<file path="config.mk">
export PLATFORM = sky130hd
export DESIGN_NAME = packet_delay_jitter_loss_stats_flat
export DESIGN_NICKNAME = d
export VERILOG_FILES = /design/src/hw/rtl/pdjls_pkg.sv /design/src/hw/rtl/pdjls_if.sv /design/src/hw/rtl/pdjls_div.sv /design/src/hw/rtl/packet_delay_jitter_loss_stats.sv /design/src/flat_wrapper.sv
export SDC_FILE = /design/constraint.sdc
export NUM_CORES = 2
export LEC_CHECK = 0
export ABC_AREA = 1
export CORE_ASPECT_RATIO = 1.5
export CORE_MARGIN = 2
export CORE_UTILIZATION = 40
export CTS_BUF_LIST = sky130_fd_sc_hd__clkbuf_2 sky130_fd_sc_hd__clkbuf_4 sky130_fd_sc_hd__clkbuf_8
export DETAILED_ROUTE_END_ITERATION = 8
export DONT_BUFFER_PORTS = 1
export GPL_TIMING_DRIVEN = 0
export PLACE_DENSITY = 0.64
export SLEW_MARGIN = 20
export SYNTH_ARGS = -nofsm -noshare
export SYNTH_HDL_FRONTEND = slang
export SYNTH_SLANG_ARGS = --single-unit
</file>
<file path="constraint.sdc">
create_clock -name clock -period 9 [get_ports clock]
set_input_delay 1.8 -clock clock [delete_from_list [all_inputs] [get_ports clock]]
set_output_delay 1.8 -clock clock [all_outputs]
set_load 0.01 [all_outputs]
</file>
<file path="src/hw/rtl/pdjls_pkg.sv">
`default_nettype none
package pdjls_pkg;
   localparam int LossFull = 25600;
   localparam int DefFractionBits = 8;
   localparam int DefCountWidth = 32;

   typedef enum logic [2:0] {
      ST_IDLE,
      ST_DIV_DELAY,
      ST_DIV_JIT,
      ST_DIV_LOSS,
      ST_MEAN_LOSS,
      ST_DONE
   } state_type;
endpackage
`default_nettype wire

</file>
<file path="src/hw/rtl/pdjls_if.sv">
`default_nettype none
interface pdjls_req_if;
   logic        valid;
   logic        ready;
   logic [47:0] rx_stamp;
   logic [47:0] tx_stamp;
   logic [31:0] seq;
   logic [31:0] received_count;
   logic [31:0] peer_count;
   modport source (output valid, rx_stamp, tx_stamp, seq, received_count, peer_count,
                   input ready);
   modport sink (input valid, rx_stamp, tx_stamp, seq, received_count, peer_count,
                 output ready);
endinterface

interface pdjls_rsp_if;
   logic               valid;
   logic               ready;
   logic signed [31:0] delay_last;
   logic signed [31:0] delay_min;
   logic signed [31:0] delay_max;
   logic signed [39:0] delay_mean;
   logic [39:0]        jitter_mean;
   logic [31:0]        jitter_min;
   logic [31:0]        jitter_max;
   logic               jitter_valid;
   logic [14:0]        loss_now;
   logic [14:0]        loss_mean;
   logic [14:0]        loss_min;
   logic [14:0]        loss_max;
   modport source (output valid, delay_last, delay_min, delay_max, delay_mean, jitter_mean,
                   jitter_min, jitter_max, jitter_valid, loss_now, loss_mean, loss_min,
                   loss_max, input ready);
   modport sink (input valid, delay_last, delay_min, delay_max, delay_mean, jitter_mean,
                 jitter_min, jitter_max, jitter_valid, loss_now, loss_mean, loss_min,
                 loss_max, output ready);
endinterface
`default_nettype wire

</file>
<file path="src/hw/rtl/pdjls_div.sv">
`default_nettype none
module pdjls_div #(
   parameter int NumWidth = 64,
   parameter int DenWidth = 48
) (
   input  wire logic                clock,
   input  wire logic                reset,
   input  wire logic                start,
   input  wire logic [NumWidth-1:0] num,
   input  wire logic [DenWidth-1:0] den,
   output logic                     done,
   output logic [NumWidth-1:0]      quo
);
   localparam int CntW = $clog2(NumWidth + 1);
   logic [NumWidth-1:0] q_ff, q_in;
   logic [DenWidth:0]   r_ff, r_in;
   logic [DenWidth-1:0] d_ff, d_in;
   logic [CntW-1:0]     cnt_ff, cnt_in;
   logic                busy_ff, busy_in, done_ff, done_in;
   logic [DenWidth:0]   shifted;

   always_comb begin
      q_in = q_ff;
      r_in = r_ff;
      d_in = d_ff;
      cnt_in = cnt_ff;
      busy_in = busy_ff;
      done_in = 1'b0;
      shifted = {r_ff[DenWidth-1:0], q_ff[NumWidth-1]};
      if (start) begin
         q_in = num;
         r_in = '0;
         d_in = den;
         cnt_in = CntW'(NumWidth);
         busy_in = 1'b1;
      end else if (busy_ff) begin
         if (shifted >= {1'b0, d_ff}) begin
            r_in = shifted - {1'b0, d_ff};
            q_in = {q_ff[NumWidth-2:0], 1'b1};
         end else begin
            r_in = shifted;
            q_in = {q_ff[NumWidth-2:0], 1'b0};
         end
         cnt_in = cnt_ff - 1'b1;
         if (cnt_ff == CntW'(1)) begin
            busy_in = 1'b0;
            done_in = 1'b1;
         end
      end
   end

   always_ff @(posedge clock) begin
      q_ff <= q_in;
      r_ff <= r_in;
      d_ff <= d_in;
      cnt_ff <= cnt_in;
      if (reset) begin
         busy_ff <= 1'b0;
         done_ff <= 1'b0;
      end else begin
         busy_ff <= busy_in;
         done_ff <= done_in;
      end
   end

   assign done = done_ff;
   assign quo = q_ff;
endmodule
`default_nettype wire

</file>
<file path="src/hw/rtl/packet_delay_jitter_loss_stats.sv">
// Each accepted beat runs four bit-serial divisions in turn (three without a jitter sample):
// delay mean, jitter mean, loss, then loss mean; the result beat is posted after the last.
// One beat is worked on at a time: the input is held off until the result beat is taken.
// Reset (synchronous, active high) clears the counts, minima, maxima and means and the handshake state.
`default_nettype none
module packet_delay_jitter_loss_stats #(
   parameter int FRACTION_BITS = pdjls_pkg::DefFractionBits,
   parameter int COUNT_WIDTH = pdjls_pkg::DefCountWidth
) (
   input wire logic clock,
   input wire logic reset,
   pdjls_req_if.sink req,
   pdjls_rsp_if.source rsp
);
   import pdjls_pkg::*;

   localparam int DW = 64;
   localparam int EW = 66;
   localparam logic [COUNT_WIDTH-1:0] CountMax = '1;
   localparam logic signed [EW-1:0] SMax = EW'((64'sd1 <<< 39) - 1);
   localparam logic signed [EW-1:0] SMin = -EW'(64'sd1 <<< 39);
   localparam logic signed [EW-1:0] UMax = EW'((64'sd1 <<< 40) - 1);

   state_type st_ff, st_in;
   logic [COUNT_WIDTH-1:0] scnt_ff, jcnt_ff;
   logic signed [31:0] dmin_ff, dmax_ff, prev_d_ff, dly_ff;
   logic [31:0] jmin_ff, jmax_ff, jit_ff, prev_seq_ff;
   logic signed [39:0] dmean_ff;
   logic [39:0] jmean_ff;
   logic [14:0] lmean_ff, lmin_ff, lmax_ff, loss_ff;
   logic first_ff, jtake_ff, neg_ff, rsp_v_ff;
   logic [31:0] snd_ff, rcv_ff;

   logic accept;
   logic signed [49:0] diff;
   logic signed [31:0] dly;
   logic [31:0] jabs;
   logic signed [EW-1:0] start_diff, mean_m, mean_res;
   logic start_neg;
   logic [DW-1:0] mag;
   logic [47:0] den;
   logic div_start, div_done;
   logic [DW-1:0] quo;
   logic signed [EW-1:0] stepv;
   logic [63:0] lnum;
   logic [COUNT_WIDTH-1:0] scnt_n, jcnt_n;
   logic [14:0] loss_q;

   assign accept = req.valid && req.ready;
   assign diff = $signed({2'b0, req.rx_stamp}) - $signed({2'b0, req.tx_stamp});
   assign dly = (diff > 50'sd2147483647) ? 32'sh7fffffff :
                (diff < -50'sd2147483648) ? 32'sh80000000 : diff[31:0];
   assign jabs = (prev_d_ff > dly) ? 32'(prev_d_ff - dly) : 32'(dly - prev_d_ff);
   assign lnum = 64'(snd_ff - rcv_ff) * 64'(LossFull);
   assign loss_q = (snd_ff != 0 && rcv_ff < snd_ff) ? quo[14:0] : 15'd0;

   always_comb begin
      case (st_ff)
         ST_IDLE: start_diff = (EW'(dly) <<< FRACTION_BITS) - EW'(dmean_ff);
         ST_DIV_DELAY: start_diff = ($signed({34'b0, jit_ff}) <<< FRACTION_BITS)
                                    - $signed({26'b0, jmean_ff});
         default: start_diff = $signed({51'b0, loss_q}) - $signed({51'b0, lmean_ff});
      endcase
      case (st_ff)
         ST_DIV_DELAY: mean_m = EW'(dmean_ff);
         ST_DIV_JIT: mean_m = $signed({26'b0, jmean_ff});
         default: mean_m = $signed({51'b0, lmean_ff});
      endcase
   end

   assign start_neg = start_diff < 0;
   assign stepv = neg_ff ? -$signed({2'b0, quo}) : $signed({2'b0, quo});
   assign mean_res = mean_m + stepv;

   assign scnt_n = (scnt_ff == CountMax) ? scnt_ff : scnt_ff + 1'b1;
   assign jcnt_n = (jcnt_ff == CountMax) ? jcnt_ff : jcnt_ff + 1'b1;

   always_comb begin
      st_in = st_ff;
      case (st_ff)
         ST_IDLE: if (accept) st_in = ST_DIV_DELAY;
         ST_DIV_DELAY: if (div_done) st_in = jtake_ff ? ST_DIV_JIT : ST_DIV_LOSS;
         ST_DIV_JIT: if (div_done) st_in = ST_DIV_LOSS;
         ST_DIV_LOSS: if (div_done) st_in = ST_MEAN_LOSS;
         ST_MEAN_LOSS: if (div_done) st_in = ST_DONE;
         ST_DONE: st_in = ST_IDLE;
         default: st_in = ST_IDLE;
      endcase
   end

   always_comb begin
      div_start = 1'b0;
      mag = '0;
      den = 48'(scnt_ff);
      case (st_ff)
         ST_IDLE: begin
            div_start = accept;
            mag = 64'(start_neg ? -start_diff : start_diff);
            den = 48'(scnt_n);
         end
         ST_DIV_DELAY: begin
            div_start = div_done;
            if (jtake_ff) begin
               mag = 64'(start_neg ? -start_diff : start_diff);
               den = 48'(jcnt_ff);
            end else begin
               mag = lnum;
               den = 48'(snd_ff);
            end
         end
         ST_DIV_JIT: begin
            div_start = div_done;
            mag = lnum;
            den = 48'(snd_ff);
         end
         ST_DIV_LOSS: begin
            div_start = div_done;
            mag = 64'(start_neg ? -start_diff : start_diff);
            den = 48'(scnt_ff);
         end
         default: ;
      endcase
   end

   pdjls_div #(.NumWidth(DW), .DenWidth(48)) u_div (
      .clock(clock), .reset(reset), .start(div_start), .num(mag), .den(den),
      .done(div_done), .quo(quo)
   );

   always_ff @(posedge clock) begin
      if (reset) begin
         st_ff <= ST_IDLE;
         rsp_v_ff <= 1'b0;
         scnt_ff <= '0; jcnt_ff <= '0;
         dmin_ff <= '0; dmax_ff <= '0; dmean_ff <= '0; prev_d_ff <= '0; prev_seq_ff <= '0;
         jmean_ff <= '0; jmin_ff <= '0; jmax_ff <= '0;
         lmean_ff <= '0; lmin_ff <= '0; lmax_ff <= '0;
      end else begin
         st_ff <= st_in;
         rsp_v_ff <= (st_ff == ST_DONE) || (rsp_v_ff && !rsp.ready);
         case (st_ff)
            ST_IDLE: if (accept) begin
               first_ff <= (scnt_ff == '0);
               jtake_ff <= (scnt_ff != '0) && (req.seq - prev_seq_ff == 32'd1);
               dly_ff <= dly;
               jit_ff <= jabs;
               snd_ff <= req.peer_count;
               rcv_ff <= req.received_count;
               neg_ff <= start_neg;
               scnt_ff <= scnt_n;
               if (scnt_ff == '0 || dly < dmin_ff) dmin_ff <= dly;
               if (scnt_ff == '0 || dly > dmax_ff) dmax_ff <= dly;
               prev_d_ff <= dly;
               prev_seq_ff <= req.seq;
               if ((scnt_ff != '0) && (req.seq - prev_seq_ff == 32'd1)) begin
                  jcnt_ff <= jcnt_n;
                  if (jcnt_ff == '0 || jabs < jmin_ff) jmin_ff <= jabs;
                  if (jcnt_ff == '0 || jabs > jmax_ff) jmax_ff <= jabs;
               end
            end
            ST_DIV_DELAY: if (div_done) begin
               dmean_ff <= (mean_res > SMax) ? SMax[39:0] :
                           (mean_res < SMin) ? SMin[39:0] : mean_res[39:0];
               neg_ff <= jtake_ff && start_neg;
            end
            ST_DIV_JIT: if (div_done) begin
               jmean_ff <= (mean_res > UMax) ? UMax[39:0] :
                           (mean_res < 0) ? 40'd0 : mean_res[39:0];
               neg_ff <= 1'b0;
            end
            ST_DIV_LOSS: if (div_done) begin
               loss_ff <= loss_q;
               if (first_ff || loss_q < lmin_ff) lmin_ff <= loss_q;
               if (first_ff || loss_q > lmax_ff) lmax_ff <= loss_q;
               neg_ff <= start_neg;
            end
            ST_MEAN_LOSS: if (div_done) begin
               lmean_ff <= (mean_res > EW'(LossFull)) ? 15'(LossFull) :
                           (mean_res < 0) ? 15'd0 : mean_res[14:0];
            end
            default: ;
         endcase
      end
   end

   assign req.ready = (st_ff == ST_IDLE) && !rsp_v_ff;
   assign rsp.valid = rsp_v_ff;
   assign rsp.delay_last = dly_ff;
   assign rsp.delay_min = dmin_ff;
   assign rsp.delay_max = dmax_ff;
   assign rsp.delay_mean = dmean_ff;
   assign rsp.jitter_mean = jmean_ff;
   assign rsp.jitter_min = jmin_ff;
   assign rsp.jitter_max = jmax_ff;
   assign rsp.jitter_valid = (jcnt_ff != '0);
   assign rsp.loss_now = loss_ff;
   assign rsp.loss_mean = lmean_ff;
   assign rsp.loss_min = lmin_ff;
   assign rsp.loss_max = lmax_ff;

   a_min_max: assert property (@(posedge clock) disable iff (reset)
      rsp.valid |-> (rsp.delay_min <= rsp.delay_max && rsp.loss_min <= rsp.loss_max))
      else $error("delay or loss min above max");
   a_loss_range: assert property (@(posedge clock) disable iff (reset)
      rsp.valid |-> (rsp.loss_now <= 15'(LossFull)))
      else $error("loss out of range");
   a_jit_zero: assert property (@(posedge clock) disable iff (reset)
      (rsp.valid && !rsp.jitter_valid) |-> (rsp.jitter_max == '0))
      else $error("jitter without sample");
endmodule
`default_nettype wire

</file>
<file path="src/flat_wrapper.sv">
// flat-port wrapper written by rule: the top's interface ports become plain ports
module packet_delay_jitter_loss_stats_flat import pdjls_pkg::*;
#(
   parameter int FRACTION_BITS = pdjls_pkg::DefFractionBits,
   parameter int COUNT_WIDTH = pdjls_pkg::DefCountWidth
)
  (clock, reset, req_valid, req_rx_stamp, req_tx_stamp, req_seq, req_received_count, req_peer_count, req_ready, rsp_valid, rsp_delay_last, rsp_delay_min, rsp_delay_max, rsp_delay_mean, rsp_jitter_mean, rsp_jitter_min, rsp_jitter_max, rsp_jitter_valid, rsp_loss_now, rsp_loss_mean, rsp_loss_min, rsp_loss_max, rsp_ready);
  pdjls_req_if req_i ();
  pdjls_rsp_if rsp_i ();
  input wire logic clock;
  input wire logic reset;
  input wire logic [$bits(req_i.valid)-1:0] req_valid;
  input wire logic [$bits(req_i.rx_stamp)-1:0] req_rx_stamp;
  input wire logic [$bits(req_i.tx_stamp)-1:0] req_tx_stamp;
  input wire logic [$bits(req_i.seq)-1:0] req_seq;
  input wire logic [$bits(req_i.received_count)-1:0] req_received_count;
  input wire logic [$bits(req_i.peer_count)-1:0] req_peer_count;
  output wire logic [$bits(req_i.ready)-1:0] req_ready;
  output wire logic [$bits(rsp_i.valid)-1:0] rsp_valid;
  output wire logic [$bits(rsp_i.delay_last)-1:0] rsp_delay_last;
  output wire logic [$bits(rsp_i.delay_min)-1:0] rsp_delay_min;
  output wire logic [$bits(rsp_i.delay_max)-1:0] rsp_delay_max;
  output wire logic [$bits(rsp_i.delay_mean)-1:0] rsp_delay_mean;
  output wire logic [$bits(rsp_i.jitter_mean)-1:0] rsp_jitter_mean;
  output wire logic [$bits(rsp_i.jitter_min)-1:0] rsp_jitter_min;
  output wire logic [$bits(rsp_i.jitter_max)-1:0] rsp_jitter_max;
  output wire logic [$bits(rsp_i.jitter_valid)-1:0] rsp_jitter_valid;
  output wire logic [$bits(rsp_i.loss_now)-1:0] rsp_loss_now;
  output wire logic [$bits(rsp_i.loss_mean)-1:0] rsp_loss_mean;
  output wire logic [$bits(rsp_i.loss_min)-1:0] rsp_loss_min;
  output wire logic [$bits(rsp_i.loss_max)-1:0] rsp_loss_max;
  input wire logic [$bits(rsp_i.ready)-1:0] rsp_ready;
  assign req_i.valid = req_valid;
  assign req_i.rx_stamp = req_rx_stamp;
  assign req_i.tx_stamp = req_tx_stamp;
  assign req_i.seq = req_seq;
  assign req_i.received_count = req_received_count;
  assign req_i.peer_count = req_peer_count;
  assign req_ready = req_i.ready;
  assign rsp_valid = rsp_i.valid;
  assign rsp_delay_last = rsp_i.delay_last;
  assign rsp_delay_min = rsp_i.delay_min;
  assign rsp_delay_max = rsp_i.delay_max;
  assign rsp_delay_mean = rsp_i.delay_mean;
  assign rsp_jitter_mean = rsp_i.jitter_mean;
  assign rsp_jitter_min = rsp_i.jitter_min;
  assign rsp_jitter_max = rsp_i.jitter_max;
  assign rsp_jitter_valid = rsp_i.jitter_valid;
  assign rsp_loss_now = rsp_i.loss_now;
  assign rsp_loss_mean = rsp_i.loss_mean;
  assign rsp_loss_min = rsp_i.loss_min;
  assign rsp_loss_max = rsp_i.loss_max;
  assign rsp_i.ready = rsp_ready;
  packet_delay_jitter_loss_stats #(.FRACTION_BITS(FRACTION_BITS), .COUNT_WIDTH(COUNT_WIDTH)) u_core (.clock(clock), .reset(reset), .req(req_i), .rsp(rsp_i));
endmodule
</file>
# After elaboration in Yosys (flattened, before gate mapping)

Index checks and enable logic that the tools add are counted.

Register bits after elaboration: 700
Bits in latches: 0
Memory bits (writable): 0
Bits in read-only memories: 0
Input bits: 196
Output and inout bits: 303
Word-level logic and storage cells: 160
Memories kept: 0

Add/subtract/negate cells: 15
Multiply operators: 1
Divide/modulo/power cells: 0
Magnitude comparators: 17
Equal/unequal tests: 14
Shift operators: 0
Multiplexer cells: 40
Bitwise gates (word level): 3
Reduce and logical (&&, ||, !) cells: 41

Operators by type and width:

| cell                  | count |
|---|---|
| $pmux 66 s2           | 2 |
| $mux 64               | 4 |
| $pmux 64 s3           | 1 |
| $mux 32               | 5 |
| $mux 40               | 4 |
| $pmux 48 s3           | 1 |
| $lt 66x1->1 const B   | 2 |
| $gt 32x32->1          | 3 |
| $lt 32x32->1          | 3 |
| $reduce_bool 32->1    | 3 |
| $sub 32x32->32        | 3 |
| $sub 40x40->41        | 2 |
| $add 66x66->66        | 1 |
| $gt 66x16->1 const B  | 1 |
| $gt 66x40->1 const B  | 1 |
| $gt 66x41->1 const B  | 1 |
| $lt 66x40->1 const B  | 1 |
| $mux 66               | 1 |
| $neg 64->66           | 1 |
| $add 32x1->32 const B | 2 |
| $eq 32x32->1 const B  | 2 |
| $logic_not 32->1      | 2 |
| $mul 64x5->54 const B | 1 |
| $neg 64->64           | 1 |
| other kinds (38)      | 83 |

# Longest topological paths before layout

Word-level depth: 11
Gate-level depth with buffers: 55

# By module

Synthesis repeated with hierarchy kept, for this count alone.

Cell total of the unflattened synthesis: 9961
Area total of the unflattened synthesis: 64933.5 µm²

Modules (own cells, without submodules):

| module                         | instances | cells an instance | area an instance (µm²) | seq. area each (µm²) |
|---|---|---|---|---|
| packet_delay_jitter_loss_stats | 1         | 8312              | 53638.9                | 12091.6 |
| pdjls_div                      | 1         | 1649              | 11294.6                | 4504.3 |

# Worst setup path after synthesis

Ideal clock, no wire load.

Kind: input -> register
Start point: input req_rx_stamp[0]
End point: register u_core.jmin_ff[10], in the netlist u_core.rsp.jitter_min[10]
Arrival time: 8.612 ns
Data required time: 8.868 ns
Path slack: 0.256 ns
Stages: 49
Path buffers: 4
Cell sequence: inv_1 > ha_1 > inv_1 > fa_1 > nand3_1 > nand3_1 > nand2_1 > nand2_1 > nand2_1 > nand2_1 > nand2_1 > nand3_1 > nand4_1 > and3_1 > inv_1 > nand2_1 > buf_1 > nand2_1 > (+13 left out) > mux2i_1 > ha_1 > a21oi_1 > o21ai_0 > a21oi_1 > nor2_1 > o21ai_0 > nand2_1 > a21oi_1 > o221a_2 > o221ai_1 > nand4_1 > nand4_1 > a21oi_1 > nand2_1 > clkbuf_1 > nand2_1 > a21oi_1

Longest elaborated chain between the ends: 9

RTL lines:

| item                                  | RTL line                              | text |
|---|---|---|
| from (decl)                           | flat_wrapper.sv:13                    | `input wire logic [$bits(req_i.rx_stamp)-1:0] req_rx_stamp;` |
| $sub 48x48->49 (*)                    | packet_delay_jitter_loss_stats.sv:50  | `assign diff = $signed({2'b0, req.rx_stamp}) - $signed({2'b0, req.tx_stamp});` |
| $lt 50x32->1                          | packet_delay_jitter_loss_stats.sv:52  | `(diff < -50'sd2147483648) ? 32'sh80000000 : diff[31:0];` |
| $mux 32                               | packet_delay_jitter_loss_stats.sv:52  |  |
| $mux 32 (*)                           | packet_delay_jitter_loss_stats.sv:51  | `assign dly = (diff > 50'sd2147483647) ? 32'sh7fffffff :` |
| net u_core.dly[31]                    | packet_delay_jitter_loss_stats.sv:36  | `logic signed [31:0] dly;` |
| $gt 32x32->1 (*)                      | packet_delay_jitter_loss_stats.sv:53  | `assign jabs = (prev_d_ff > dly) ? 32'(prev_d_ff - dly) : 32'(dly - prev_d_ff);` |
| $mux 32 (*)                           | packet_delay_jitter_loss_stats.sv:53  |  |
| net u_core.jabs[1]                    | packet_delay_jitter_loss_stats.sv:37  | `logic [31:0] jabs;` |
| $lt 32x32->1 (*)                      | packet_delay_jitter_loss_stats.sv:157 | `if (jcnt_ff == '0 \|\| jabs < jmin_ff) jmin_ff <= jabs;` |
| $logic_or 1x1->1 (*)                  | packet_delay_jitter_loss_stats.sv:157 |  |
| $reduce_and 4->1 (no source line) (*) | n/a                                   |  |
| to (signal assigned)                  | packet_delay_jitter_loss_stats.sv:157 |  |
| to (decl)                             | packet_delay_jitter_loss_stats.sv:27  | `logic [31:0] jmin_ff, jmax_ff, jit_ff, prev_seq_ff;` |

Mark *: on every way through the listed nets, which the timed path passes. The rest lies on a longest branch.
A chain may end at the register's enable or synchronous reset.

# Worst setup path in the final report

Start point: input req_tx_stamp[10]
End point: register u_core.jmax_ff[31], in the netlist u_core.rsp.jitter_max[31]

Longest elaborated chain between the ends: 9

RTL lines:

| item                                                  | RTL line                              | text |
|---|---|---|
| from (decl)                                           | flat_wrapper.sv:14                    | `input wire logic [$bits(req_i.tx_stamp)-1:0] req_tx_stamp;` |
| $sub 48x48->49 (*)                                    | packet_delay_jitter_loss_stats.sv:50  |  |
| $lt 50x32->1                                          | packet_delay_jitter_loss_stats.sv:52  |  |
| $mux 32                                               | packet_delay_jitter_loss_stats.sv:52  |  |
| $mux 32 (*)                                           | packet_delay_jitter_loss_stats.sv:51  |  |
| net u_core.dly[19]                                    | packet_delay_jitter_loss_stats.sv:36  |  |
| $sub 32x32->32 / $gt 32x32->1 (equally long branches) | packet_delay_jitter_loss_stats.sv:53  |  |
| $mux 32 (*)                                           | packet_delay_jitter_loss_stats.sv:53  |  |
| net u_core.jabs[28]                                   | packet_delay_jitter_loss_stats.sv:37  |  |
| $gt 32x32->1 (*)                                      | packet_delay_jitter_loss_stats.sv:158 | `if (jcnt_ff == '0 \|\| jabs > jmax_ff) jmax_ff <= jabs;` |
| $logic_or 1x1->1 (*)                                  | packet_delay_jitter_loss_stats.sv:158 |  |
| $reduce_and 4->1 (no source line) (*)                 | n/a                                   |  |
| to (signal assigned)                                  | packet_delay_jitter_loss_stats.sv:158 |  |
| to (decl)                                             | packet_delay_jitter_loss_stats.sv:27  |  |

Marks and branches as above.

==> results_dict.tcl <==
set metrics [dict create \
    synth-seq-cells 684 \
    worstSetupEndpoint "u_core.rsp.jitter_max[31]" \
    htreeDepth 3 \
    critPathArrivalTime_ns 9.67 \
    timing_worst_slew_pin_value_ns 1.30 \
    num-fill-cells 15788 \
    dp_hpwl_mm 219 \
    powerDensity_mw_per_mm2 394 \
    critPathLaunch "req_tx_stamp[10]" \
    crit_fanout 8 \
    clk_latency_ns 0.91 \
    grt_overflow_total 0 \
    globalRouteTotalUtil_pct 32.5 \
    global_route_wire_length_before_repair_mm 379 \
    synth.lib_cells_used.distinct 86 \
    ys_dominant_reg_cell "sky130_fd_sc_hd__dfxtp_1" \
    ant_nets 0 \
    setup-violations-final 0 \
    gpl.final_weighted_congestion 1.03 \
    floorplan.die.width_um 323 \
    report.final.slew_viol_count 0 \
    critPathLaunchType "input pin" \
    fp.coreArea_mm2 0.152 \
    drv.max_cap_violation_count 0 \
    grt_max_degree 72 \
    cpMaxStageDelayCell "sky130_fd_sc_hd__xor2_1" \
    fmaxAchievable_mhz 112 \
    crit_type "input pin to flip-flop" \
    worstReg2RegEnd "u_core.rsp.loss_mean[12]" \
    mappedNetlistNets 9899 \
    route.detailed.drc 0 \
    critical-path-top-cell-by-count "sky130_fd_sc_hd__nand2_1" \
    synth.yosys.seq_area_share_pct 26.4 \
    timing.max_slew.rel_slack_pct 13.1 \
    classification_of_the_worst_slack_hold_path "flip-flop to flip-flop" \
    antenna_found_initial 24 \
    post-layout-total-power_uw 27100 \
    yosysWarningCount 0 \
    grt_pass1_vias 61374 \
    rr_worst_depth 30 \
    timing.critical_path.buf_inv 9 \
    async_reset_ff_share_pct 0 \
    first_pass_iters 8 \
    routed_via_density 5.57 \
    place.detailed.instances 11094 \
    die_area_mm2 0.156 \
    io_buffers 0 \
    setup.worst_path.end_class "flip-flop" \
    share_of_final_layout_standard_cells_stronger_than_drive_strength_1_pct 7.38 \
    cts-root-buf "sky130_fd_sc_hd__clkbuf_8" \
    netlist_instances 9049 \
    hold-path-cell-count 2 \
    cts_tree "built" \
    syn-mean-instance-area_um2 6.76 \
    vias_post_dr 63531 \
    peak_supply_drop_uv 338 \
    reg2reg_launch_point "u_core.st_ff[2]" \
    final_nets 10109 \
    report.final.hold_viol_count 0 \
    leakage_uw 0.0312 \
    syn_to_final_growth_pct 12.6 \
    synth.cell_area_mm2 0.0611 \
    clk_path_buf_depth 3 \
    clk_transition_reported_paths_ns 0.06 \
    synth_edf_count 242 \
    regToRegSetupSlack_ns 0.52 \
    worst_clock_skew_ns 0.0503 \
    start_util_pct 40.3 \
    run_status "complete, no violations" \
    core.rowCount 175 \
    cp_num_cells 46 \
    boundaryPins 499 \
    critPathMaxStageDelay_ns 0.41 \
    clock-sinks 684 \
    stdcell_count 11413 \
    post_drt_wl_per_cell_um 23.1 \
    drt_total_wl_mm 263 \
    largest_delay_share_family_worst_path "simple AND/OR/NAND/NOR gates" \
    drt_iter0_markers 4474 \
    final_core_util_pct 45.4 \
    number_of_buffers_created_by_cts 115 \
    fin_crit_sh_pct 99.3 \
    postCtsHoldBufs 0 \
    die_h_um 483 \
    timing.final.crit_period_ns 8.94 \
    worstPathRequired_ns 9.73 \
]
==> report_power, final <==
| group | internal [µW] | switching [µW] | leakage, µW | total [µW] |
|---|---|---|---|---|
| sequential | 4130 | 694 | 0.00590 | 4820 |
| combinational | 6200 | 12800 | 0.0240 | 19000 |
| clock | 1810 | 1510 | 0.00139 | 3320 |
==> worst reg2reg max path: cells and delay by family (launching register included) <==
kind / cells / cell delay [ns]
flops: 1 / 0.31
compound gates: 7 / 1.66
xor+xnor: 1 / 0.23
fa+ha+maj: 1 / 0.31
simple gates: 12 / 2.65
buf+inv: 9 / 3.24
==> worst min-delay path by stage <==
stage                           startpoint  slack [ns]                     end
floorplan           u_core.prev_seq_ff[10]        0.43  u_core.prev_seq_ff[10]
global placement     u_core.prev_seq_ff[9]        0.44   u_core.prev_seq_ff[9]
detailed placement   u_core.prev_seq_ff[3]        0.45   u_core.prev_seq_ff[3]
CTS                  u_core.prev_seq_ff[3]        0.46   u_core.prev_seq_ff[3]
global route        u_core.prev_seq_ff[13]        0.48  u_core.prev_seq_ff[13]
finish               u_core.prev_seq_ff[9]        0.46   u_core.prev_seq_ff[9]
==> synthesized netlist by cell type, types with 109 or more instances <==
master                        n  share of area (%)
sky130_fd_sc_hd__o21ai_0    539                4.4
sky130_fd_sc_hd__dfxtp_1    442                 14
sky130_fd_sc_hd__edfxtp_1   242                 12
sky130_fd_sc_hd__ha_1       614                 13
sky130_fd_sc_hd__xor2_1     279                4.0
sky130_fd_sc_hd__nand4_1    109                1.1
sky130_fd_sc_hd__a21oi_1   1029                8.4
sky130_fd_sc_hd__nor3_1     110               0.90
sky130_fd_sc_hd__clkbuf_1   157               0.96
sky130_fd_sc_hd__nor2_1     743                4.6
sky130_fd_sc_hd__inv_1     1608                9.9
sky130_fd_sc_hd__nand3_1    395                3.2
sky130_fd_sc_hd__xnor2_1    111                1.6
sky130_fd_sc_hd__nand2_1   1783                 11
==> final cells by class <==
class,instances,area [µm²],share of cell area [%]
Multi-Input combinational cell,6492,39200,56.9
Sequential cell,684,16100,23.4
Inverter,1629,6130,8.90
Tap cell,2035,2550,3.70
Clock buffer,166,2030,2.95
Buffer,244,1250,1.81
Timing Repair Buffer,93,927,1.35
Clock inverter,53,634,0.922
Antenna cell,17,42.5,0.0618
==> state kept, by name, summed over array words and instances (netlist names), 32 cells and up <==
register	cells
u_core.rcv_ff	32
u_core.rsp.delay_max	32
u_core.rsp.jitter_mean	40
u_core.rsp.jitter_min	32
u_core.u_div.d_ff	32
u_core.prev_seq_ff	32
u_core.u_div.quo	64
u_core.jcnt_ff	32
u_core.prev_d_ff	32
u_core.rsp.delay_mean	40
u_core.snd_ff	32
u_core.u_div.r_ff	48
u_core.rsp.delay_last	32
u_core.scnt_ff	32
u_core.jit_ff	32
u_core.rsp.delay_min	32
u_core.rsp.jitter_max	32
==> stage by stage <==
step / hold WS (ns) / TNS [ns] / cell area [µm²] / setup WS [ns]
after floorplan: 0.433 / 0 / 61100 / 0.256
final: 0.455 / 0 / 68800 / 0.0628
after detailed placement: 0.450 / -379.03 / 63900 / -4.07
after global routing: 0.475 / -3.12 / 68800 / -0.0745
after CTS: 0.460 / 0 / 67700 / 0.0227
after global placement: 0.443 / -1019.02 / 63700 / -4.85
==> repair_timing <==
| action | 4_1_cts | 5_1_grt |
|---|---|---|
| buffers inserted | 29 | 50 |
| cloned | 1 | 3 |
| setup endpoints to repair | 132 | 64 |
| pin swaps | 17 | 40 |
| resized for setup | 228 | 136 |
==> layout by cell type, fill, tap and decap left out, types with 32 or more instances in the layout <==
cell type                  count
sky130_fd_sc_hd__nand2_1    1727
sky130_fd_sc_hd__inv_1      1592
sky130_fd_sc_hd__a21oi_1    1014
sky130_fd_sc_hd__nor2_1      721
sky130_fd_sc_hd__ha_1        574
sky130_fd_sc_hd__o21ai_0     531
sky130_fd_sc_hd__dfxtp_1     442
sky130_fd_sc_hd__nand3_1     387
sky130_fd_sc_hd__xor2_1      278
sky130_fd_sc_hd__edfxtp_1    242
sky130_fd_sc_hd__clkbuf_1    137
sky130_fd_sc_hd__clkbuf_8    126
sky130_fd_sc_hd__xnor2_1     111
sky130_fd_sc_hd__nand4_1     109
sky130_fd_sc_hd__nor3_1      106
sky130_fd_sc_hd__a31oi_1     104
sky130_fd_sc_hd__nor4_1       84
sky130_fd_sc_hd__buf_4        81
sky130_fd_sc_hd__o22ai_1      50
sky130_fd_sc_hd__o21ai_1      43
sky130_fd_sc_hd__o211ai_1     43
sky130_fd_sc_hd__clkbuf_4     42
sky130_fd_sc_hd__buf_2        39
sky130_fd_sc_hd__fa_1         39
sky130_fd_sc_hd__o21a_1       37
sky130_fd_sc_hd__o221ai_1     34
sky130_fd_sc_hd__ha_4         34
sky130_fd_sc_hd__o21bai_1     32
sky130_fd_sc_hd__nand2_4      32
==> cells by family (layout without fill, tap and decap cells) <==
| group | after synthesis | count (layout) | share of synthesized area [%] |
|---|---|---|---|
| AO/OA/AOI/OAI | 2083 | 2083 | 19.1 |
| XOR/XNOR | 390 | 390 | 5.59 |
| adder cells (fa/ha/maj) | 654 | 654 | 13.9 |
| buffers and inverters | 1873 | 2185 | 11.7 |
| flip-flops | 684 | 684 | 26.4 |
| multiplexers | 7 | 7 | 0.115 |
| other | 0 | 17 | 0 |
| AND/OR/NAND/NOR | 3358 | 3358 | 23.3 |
==> layer usage <==
metal	track usage, %	part of all wire, %
met5	0	0.038
met3	6.60	7.6
met1	35.5	37
met2	57.2	48
met4	20.3	7.0
Power figures use the tool's default switching activity.
